File: src/rtl/cfp_pkg.sv
// Shared types and constants for the command frame parser.
// No dependencies; imported by every module of the block.
package cfp_pkg;

  localparam logic [7:0] MAGIC_A    = 8'hE5;
  localparam logic [7:0] MAGIC_B    = 8'h8F;
  localparam logic [7:0] HEADER_LEN = 8'd5;
  localparam logic [2:0] DATA_BYTES = 3'd4;

  // Command kinds
  localparam logic [1:0] KIND_READ  = 2'd0;
  localparam logic [1:0] KIND_WRITE = 2'd1;
  localparam logic [1:0] KIND_RESET = 2'd2;

  // Result status codes
  localparam logic [1:0] ST_OK        = 2'd0;
  localparam logic [1:0] ST_BAD_OP    = 2'd1;
  localparam logic [1:0] ST_TRUNCATED = 2'd2;
  localparam logic [1:0] ST_BAD_LEN   = 2'd3;

  // Configuration register indexes
  localparam logic [1:0] REG_READ_CODE  = 2'd0;
  localparam logic [1:0] REG_WRITE_CODE = 2'd1;
  localparam logic [1:0] REG_RESET_CODE = 2'd2;

  typedef enum logic [8:0] {
    PH_HUNT1  = 9'b000000001,
    PH_HUNT2  = 9'b000000010,
    PH_COUNT  = 9'b000000100,
    PH_LEN_LO = 9'b000001000,
    PH_LEN_HI = 9'b000010000,
    PH_OPCODE = 9'b000100000,
    PH_BODY   = 9'b001000000,
    PH_SKIP   = 9'b010000000,
    PH_TRUNC  = 9'b100000000
  } phase_t;

  typedef struct packed {
    logic [7:0] read_code;
    logic [7:0] write_code;
    logic [7:0] reset_code;
  } codes_t;

  typedef struct packed {
    phase_t      phase;
    logic [15:0] frame_bytes_left;
    logic [7:0]  length_low_byte;
    logic [7:0]  commands_owed;
    logic [7:0]  command_counter;
    logic [1:0]  current_kind;
    logic [7:0]  serial_hold;
    logic [7:0]  addr_hold;
    logic [31:0] data_hold;
    logic [2:0]  byte_in_command;
  } parse_state_t;

  typedef struct packed {
    logic [1:0]  status;
    logic [1:0]  command_kind;
    logic [7:0]  serial_tag;
    logic [7:0]  target_addr;
    logic [31:0] write_data;
    logic [7:0]  command_index;
  } result_t;

endpackage

File: src/rtl/command_frame_parser.sv
// Top level of the command frame parser: state and opcode registers, step logic, output buffer.
// Depends on cfp_pkg, cfp_step and cfp_obuf.
//
// Usage:
//   Input channel (in_valid / in_stall / rx_byte) carries one stream byte per word.
//   The parser hunts for E5 8F, reads the command count and 16-bit frame
//   length, then decodes read, write and reset commands. Each completed
//   command, and each error (unknown opcode, truncated frame, bad length),
//   leaves as one word on the output channel (out_valid / out_stall and the
//   result fields). Most bytes produce no word.
//   Results are registered: the whole parse step sits between the state
//   registers and the output register. Throughput: one byte per cycle
//   while in_stall is low.
//   Stall: when the receiver holds out_stall, the next result lands in a
//   skid entry; while that entry is occupied in_stall is raised, so no word
//   is lost. in_stall comes straight from a register.
//   Opcode values are set via cfg_wen/cfg_index/cfg_data; users must do so only while idle.
//   Reset: rst (synchronous) returns the parser to the hunt, clears all
//   state, empties the output and restores opcodes read=0, write=1, reset=2.
module command_frame_parser
  import cfp_pkg::*;
(
  input  logic        clk,
  input  logic        rst,
  input  logic        cfg_wen,
  input  logic [1:0]  cfg_index,
  input  logic [7:0]  cfg_data,
  input  logic        in_valid,
  output logic        in_stall,
  input  logic [7:0]  rx_byte,
  output logic        out_valid,
  input  logic        out_stall,
  output logic [1:0]  status,
  output logic [1:0]  command_kind,
  output logic [7:0]  serial_tag,
  output logic [7:0]  target_addr,
  output logic [31:0] write_data,
  output logic [7:0]  command_index
);

  codes_t       codes;
  parse_state_t state;
  parse_state_t state_next;
  logic         step_emit;
  result_t      step_res;
  result_t      out_data;
  logic         accept;
  logic         buf_full;

  assign in_stall = buf_full;
  assign accept   = in_valid && !buf_full;

  // Opcode registers
  always_ff @(posedge clk) begin
    if (rst) begin
      codes.read_code  <= 8'd0;
      codes.write_code <= 8'd1;
      codes.reset_code <= 8'd2;
    end else if (cfg_wen) begin
      case (cfg_index)
        REG_READ_CODE:  codes.read_code  <= cfg_data;
        REG_WRITE_CODE: codes.write_code <= cfg_data;
        REG_RESET_CODE: codes.reset_code <= cfg_data;
        default:        codes            <= codes;
      endcase
    end
  end

  cfp_step u_step (
    .cur     (state),
    .codes   (codes),
    .rx_byte (rx_byte),
    .nxt     (state_next),
    .emit    (step_emit),
    .res     (step_res)
  );

  // Parser state: advance on every accepted byte
  always_ff @(posedge clk) begin
    if (rst) begin
      state <= '{phase: PH_HUNT1, frame_bytes_left: 16'd0, length_low_byte: 8'd0,
                 commands_owed: 8'd0, command_counter: 8'd0, current_kind: KIND_READ,
                 serial_hold: 8'd0, addr_hold: 8'd0, data_hold: 32'd0,
                 byte_in_command: 3'd0};
    end else if (accept) begin
      state <= state_next;
    end
  end

  cfp_obuf u_obuf (
    .clk       (clk),
    .rst       (rst),
    .push      (accept && step_emit),
    .push_data (step_res),
    .full      (buf_full),
    .out_valid (out_valid),
    .out_stall (out_stall),
    .out_data  (out_data)
  );

  assign status        = out_data.status;
  assign command_kind  = out_data.command_kind;
  assign serial_tag    = out_data.serial_tag;
  assign target_addr   = out_data.target_addr;
  assign write_data    = out_data.write_data;
  assign command_index = out_data.command_index;

endmodule

File: src/rtl/cfp_step.sv
// Next-state and result logic for one stream byte of the frame parser.
// Depends on cfp_pkg.
module cfp_step
  import cfp_pkg::*;
(
  input  parse_state_t cur,
  input  codes_t       codes,
  input  logic [7:0]   rx_byte,
  output parse_state_t nxt,
  output logic         emit,
  output result_t      res
);

  logic [15:0] total;
  logic [15:0] left_dec;
  logic [2:0]  bic_inc;
  logic [2:0]  need;
  logic [7:0]  cnt_inc;
  phase_t      hunt_phase;

  always_comb begin
    total      = {rx_byte, cur.length_low_byte};
    left_dec   = (cur.frame_bytes_left != 16'd0) ? cur.frame_bytes_left - 16'd1
                                                 : cur.frame_bytes_left;
    bic_inc    = cur.byte_in_command + 3'd1;
    cnt_inc    = cur.command_counter + 8'd1;
    hunt_phase = (rx_byte == MAGIC_A) ? PH_HUNT2 : PH_HUNT1;
    if (cur.current_kind == KIND_WRITE) begin
      need = 3'd2 + DATA_BYTES;
    end else if (cur.current_kind == KIND_READ) begin
      need = 3'd2;
    end else begin
      need = 3'd1;
    end

    nxt  = cur;
    emit = 1'b0;
    res  = '0;

    case (cur.phase)
      PH_HUNT1: begin
        nxt.phase = hunt_phase;
      end
      PH_HUNT2: begin
        nxt.phase = (rx_byte == MAGIC_B) ? PH_COUNT : hunt_phase;
      end
      PH_COUNT: begin
        nxt.commands_owed = rx_byte;
        nxt.phase         = PH_LEN_LO;
      end
      PH_LEN_LO: begin
        nxt.length_low_byte = rx_byte;
        nxt.phase           = PH_LEN_HI;
      end
      PH_LEN_HI: begin
        nxt.command_counter = 8'd0;
        if (total < {8'd0, HEADER_LEN}) begin
          nxt.frame_bytes_left = 16'd0;
          nxt.phase            = PH_HUNT1;
          emit                 = 1'b1;
          res.status           = ST_BAD_LEN;
        end else begin
          nxt.frame_bytes_left = total - {8'd0, HEADER_LEN};
          if (cur.commands_owed == 8'd0) begin
            nxt.phase = (total == {8'd0, HEADER_LEN}) ? PH_HUNT1 : PH_SKIP;
          end else if (total == {8'd0, HEADER_LEN}) begin
            nxt.phase  = PH_HUNT1;
            emit       = 1'b1;
            res.status = ST_TRUNCATED;
          end else begin
            nxt.phase = PH_OPCODE;
          end
        end
      end
      PH_OPCODE: begin
        nxt.frame_bytes_left = left_dec;
        if ((rx_byte == codes.read_code) || (rx_byte == codes.write_code) ||
            (rx_byte == codes.reset_code)) begin
          if (rx_byte == codes.read_code) begin
            nxt.current_kind = KIND_READ;
          end else if (rx_byte == codes.write_code) begin
            nxt.current_kind = KIND_WRITE;
          end else begin
            nxt.current_kind = KIND_RESET;
          end
          nxt.byte_in_command = 3'd0;
          nxt.serial_hold     = 8'd0;
          nxt.addr_hold       = 8'd0;
          nxt.data_hold       = 32'd0;
          if (left_dec == 16'd0) begin
            nxt.phase         = PH_HUNT1;
            emit              = 1'b1;
            res.status        = ST_TRUNCATED;
            res.command_index = cur.command_counter;
          end else begin
            nxt.phase = PH_BODY;
          end
        end else begin
          // Unknown opcode: report it and drop the rest of the frame
          nxt.phase         = (left_dec == 16'd0) ? PH_HUNT1 : PH_SKIP;
          emit              = 1'b1;
          res.status        = ST_BAD_OP;
          res.command_index = cur.command_counter;
        end
      end
      PH_BODY: begin
        nxt.frame_bytes_left = left_dec;
        case (cur.byte_in_command)
          3'd0:    nxt.serial_hold       = rx_byte;
          3'd1:    nxt.addr_hold         = rx_byte;
          3'd2:    nxt.data_hold[7:0]    = rx_byte;
          3'd3:    nxt.data_hold[15:8]   = rx_byte;
          3'd4:    nxt.data_hold[23:16]  = rx_byte;
          3'd5:    nxt.data_hold[31:24]  = rx_byte;
          default: nxt.data_hold         = cur.data_hold;
        endcase
        nxt.byte_in_command = bic_inc;
        if (bic_inc >= need) begin
          nxt.command_counter = cnt_inc;
          if (cnt_inc == cur.commands_owed) begin
            nxt.phase = (left_dec == 16'd0) ? PH_HUNT1 : PH_SKIP;
          end else if (left_dec == 16'd0) begin
            nxt.phase = PH_TRUNC;
          end else begin
            nxt.phase = PH_OPCODE;
          end
          emit              = 1'b1;
          res.status        = ST_OK;
          res.command_kind  = cur.current_kind;
          res.serial_tag    = nxt.serial_hold;
          res.command_index = cur.command_counter;
          if (cur.current_kind != KIND_RESET) begin
            res.target_addr = nxt.addr_hold;
          end
          if (cur.current_kind == KIND_WRITE) begin
            res.write_data = nxt.data_hold;
          end
        end else if (left_dec == 16'd0) begin
          nxt.phase         = PH_HUNT1;
          emit              = 1'b1;
          res.status        = ST_TRUNCATED;
          res.command_index = cur.command_counter;
        end
      end
      PH_SKIP: begin
        nxt.frame_bytes_left = left_dec;
        if (left_dec == 16'd0) begin
          nxt.phase = PH_HUNT1;
        end
      end
      PH_TRUNC: begin
        nxt.phase         = hunt_phase;
        emit              = 1'b1;
        res.status        = ST_TRUNCATED;
        res.command_index = cur.command_counter;
      end
      default: begin
        nxt.phase = hunt_phase;
      end
    endcase
  end

endmodule

File: src/rtl/cfp_obuf.sv
// Output register with one skid entry for parser result words.
// Depends on cfp_pkg.
module cfp_obuf
  import cfp_pkg::*;
(
  input  logic    clk,
  input  logic    rst,
  input  logic    push,
  input  result_t push_data,
  output logic    full,
  output logic    out_valid,
  input  logic    out_stall,
  output result_t out_data
);

  logic    skid_valid;
  result_t skid_data;
  logic    pop;

  assign pop  = out_valid && !out_stall;
  assign full = skid_valid;

  always_ff @(posedge clk) begin
    if (rst) begin
      out_valid  <= 1'b0;
      skid_valid <= 1'b0;
    end else if (skid_valid) begin
      if (pop) begin
        out_data   <= skid_data;
        skid_valid <= 1'b0;
      end
    end else if (push) begin
      if (!out_valid || pop) begin
        out_data  <= push_data;
        out_valid <= 1'b1;
      end else begin
        skid_data  <= push_data;
        skid_valid <= 1'b1;
      end
    end else if (pop) begin
      out_valid <= 1'b0;
    end
  end

endmodule

File: config.mk
export PLATFORM = sky130hd
export DESIGN_NAME = command_frame_parser
export DESIGN_NICKNAME = d
export VERILOG_FILES = /design/src/rtl/cfp_pkg.sv /design/src/rtl/command_frame_parser.sv /design/src/rtl/cfp_step.sv /design/src/rtl/cfp_obuf.sv
export SDC_FILE = /design/constraint.sdc
export NUM_CORES = 1
export LEC_CHECK = 0
export ABC_AREA = 1
export BUFFER_PORTS_ARGS = -buffer_cell sky130_fd_sc_hd__buf_2
export CAP_MARGIN = 30
export CORE_ASPECT_RATIO = 1.75
export CORE_UTILIZATION = 41
export DETAILED_ROUTE_END_ITERATION = 12
export PLACE_DENSITY_LB_ADDON = 0.3
export SLEW_MARGIN = 20
export SYNTH_ARGS = -nofsm -noshare
export SYNTH_HDL_FRONTEND = slang
export SYNTH_SLANG_ARGS = --single-unit
File: constraint.sdc
create_clock -name clk -period 7 [get_ports clk]
set_input_delay 0 -clock clk [delete_from_list [all_inputs] [get_ports clk]]
set_output_delay 0 -clock clk [all_outputs]
set_load 0.01 [all_outputs]
==> out/metrics.cfg <==
[cells_and_area]
drive_gt1_share_pct = 14.3
regArea_um2 = 6170
antennaDiodeCount = 0
multi_input_area_um2 = 5340
finalNetCount = 1581
fillCellCount = 2872
utilization_pct = 46.8
areaGrowthSynthToFinish_pct = 12.3

[grt]
grt_pass1_wl_um = 48600
grt_max_degree = 70
grt_pass1_vias = 9608
met2_usage_pct = 38.7
top_usage_layer = met2
antenna_found_initial = 0
met1_usage_pct = 21.1
grt_usage_pct = 20.1
grt.overflow.total = 0
use_met3_pct = 2.51

[floorplan]
fp-row-count = 83
pin_count = 85
dieArea_um2 = 30500
start_util_pct = 41.7
die_x_um = 132
die_h_um = 230
core_area_um2 = 29300

[timing]
hold_violations = 0
maxSlewViolCount = 0
fmax_mhz = 258
finalClockSkew_ns = 0.0115
finalSetupTns_ns = 0
min_period_ns = 3.87
slew_headroom_pct = 38.9
hold_slack_ns = 0.0113
setup_viol = 0
worst_slew_pin_slew_ns = 0.914
rsz0062_at_grt = false
period_share_pct = 55.3

[place]
io_buffers = 84
dp_hpwl_um = 20900
gp_congestion = 0.907

[yosys]
yosysWarnings = 0
seq_area_frac_synth_pct = 50.5
synth_cell_types = 45
yosys_register_bits = 248
netlist_area_um2 = 12200
avgSynthCellArea_um2 = 8.23
syn_nets = 1518
syn_inst = 1483

[run_status]
status = finished, final reports clean

[routing]
wl_per_cell_um = 15.6
dr.pass1.iters = 5
dr.first_iter.drc_count = 629
avgViaCountPerCell = 5.06
num_vias = 9839
wl_um = 30300
drc = 0
ant_nets = 0

[clocking]
post-cts-setup-buffers = 0
cts.sinks = 248
numCtsBuffers = 23
htreeDepth = 1
root_buffer = clkbuf_16
clk_latency_ns = 0.52
ctsHoldBuffers = 15
cts_tree = built
cts_max_path_buffers = 3
cts.reportedPaths.clkPinSlew_ns = 0.07
cts.repair.resized = 0

[worst_setup_path]
critPathSlowestCell = nor2_4
critical_path_arrival_ns = 4.04
cp_max_fo = 31
slowest_delay_ns = 0.71
start_kind = flip-flop
worstPathCellList = ha_1 > ha_1 > inv_1 > ha_1 > nand2_1 > o211ai_1 > nand2_2 > inv_2 > or2_0 > nor2_1 > nand3_1 > nand2_1 > nor2_4 > buf_4
critPathKind = flip-flop to flip-flop
end_kind = flip-flop
critPathMostFrequentCell = ha_1
cp.required_ns = 7.17
crit_start = state[0]
r2r-start = state[0]

[hold_path]
hp-class = input pin to flip-flop
hp-start = rx_byte[5]

[power]
p_leak_uw = 0.00529
powerDensity_nw_per_um2 = 207
vdd_drop_max_mv = 0.195

[run]
cap_violations = 0

==> sequential cells by signal (all words and copies together) (netlist names) <==
| name | flops |
|---|---|
| codes | 24 |
| state | 102 |
| u_obuf.full | 1 |
| u_obuf.out_data | 60 |
| u_obuf.out_valid | 1 |
| u_obuf.skid_data | 60 |
==> per-stage QoR <==
step / total power (µW) / cells / instance area (µm²) / setup slack, ns
final: 2840 / 1944 / 13700 / 3.13
after global routing: 2930 / 1944 / 13700 / 2.82
after CTS: 2870 / 1944 / 13700 / 3.06
after detailed placement: 1640 / 1888 / 12800 / 3.07
after global placement: 1640 / 1887 / 12800 / 3.18
after floorplan: 1610 / 1483 / 12200 / 1.67
==> synth_stat cells (all sizes together) <==
| cell | number | area [µm²] |
|---|---|---|
| edfxtp | 120 | 3600 |
| xnor2 | 7 | 61.3 |
| dfxtp | 128 | 2560 |
| a31oi | 17 | 106 |
| inv | 91 | 344 |
| nand2 | 294 | 1130 |
| nor3b | 1 | 12.5 |
| or2 | 57 | 357 |
| nor3 | 18 | 121 |
| nand3b | 4 | 30.0 |
| o211ai | 4 | 43.8 |
| clkinv | 2 | 7.51 |
| o211a | 1 | 10.0 |
| a21oi | 139 | 707 |
| nand3 | 64 | 365 |
| a211oi | 1 | 7.51 |
| ha | 12 | 150 |
| nand4 | 10 | 62.6 |
| o21ai | 80 | 400 |
| buf | 31 | 223 |
| mux2i | 2 | 20.0 |
| xor2 | 31 | 272 |
| o31ai | 1 | 7.51 |
| nor2 | 323 | 1420 |
| o22ai | 1 | 6.26 |
| clkbuf | 39 | 146 |
| nor4 | 5 | 31.3 |
==> layout make-up <==
cell class              count  area share, %
clock inverters            10          0.739
well taps                 382           3.49
multi-input cells        1072           38.9
repair buffers            108           4.80
flip-flops and latches    248           45.0
clock buffers              31           4.49
inverters                  93           2.56
==> cell usage in the layout (no fill, tap or decap), types with 23 or more instances in the layout <==
cell,Yosys,final
nand2_1,288,288
nor2_1,270,269
a21oi_1,138,137
dfxtp_1,128,127
edfxtp_1,120,120
buf_2,13,84
inv_1,74,73
o21ai_0,68,68
nand3_1,58,58
or2_1,49,49
nor2_2,39,39
xor2_1,31,31
clkbuf_16,0,23
==> critical path, delay by kind of cell (launching register included) <==
kind / cells / cell delay, ns
fa+ha+maj: 3 / 0.79
simple gates: 7 / 1.43
buf+inv: 3 / 0.68
flops: 1 / 0.37
compound gates: 1 / 0.23
==> worst paths after layout <==
| path | to | slack (ns) | cells past startpoint |
|---|---|---|---|
| worst max-delay path | u_obuf.skid_data[18] | 3.13 | 14 |
| worst min-delay path | state[90] | 0.01 | 4 |
| worst max register to register | u_obuf.skid_data[18] | 3.13 | 14 |
| worst min register to register | state[95] | 0.47 | 2 |
==> power by group <==
part,internal [µW],switching [µW]
combinational,29.0,67.7
clock,692,536
sequential,1510,4.29
==> kinds of logic (layout without fill, tap and decap cells) <==
kind of cell / Yosys count / after routing / share of synthesized area [%]
adders and majority gates: 12 / 12 / 1.23
AOI/OAI and AO/OA: 244 / 244 / 10.6
xor gates and xnor gates: 38 / 38 / 2.73
DFF: 248 / 248 / 50.5
muxes: 2 / 2 / 0.164
and+or+nand+nor: 776 / 776 / 28.9
buffers and inverters: 163 / 242 / 5.90
==> layer usage <==
layer  share of wire (%)  wire [µm]
met5                   0          0
met4                 4.3       1310
met3                 3.7       1110
met2                  54      16300
met1                  38      11600
Power figures use the tool's default switching activity.
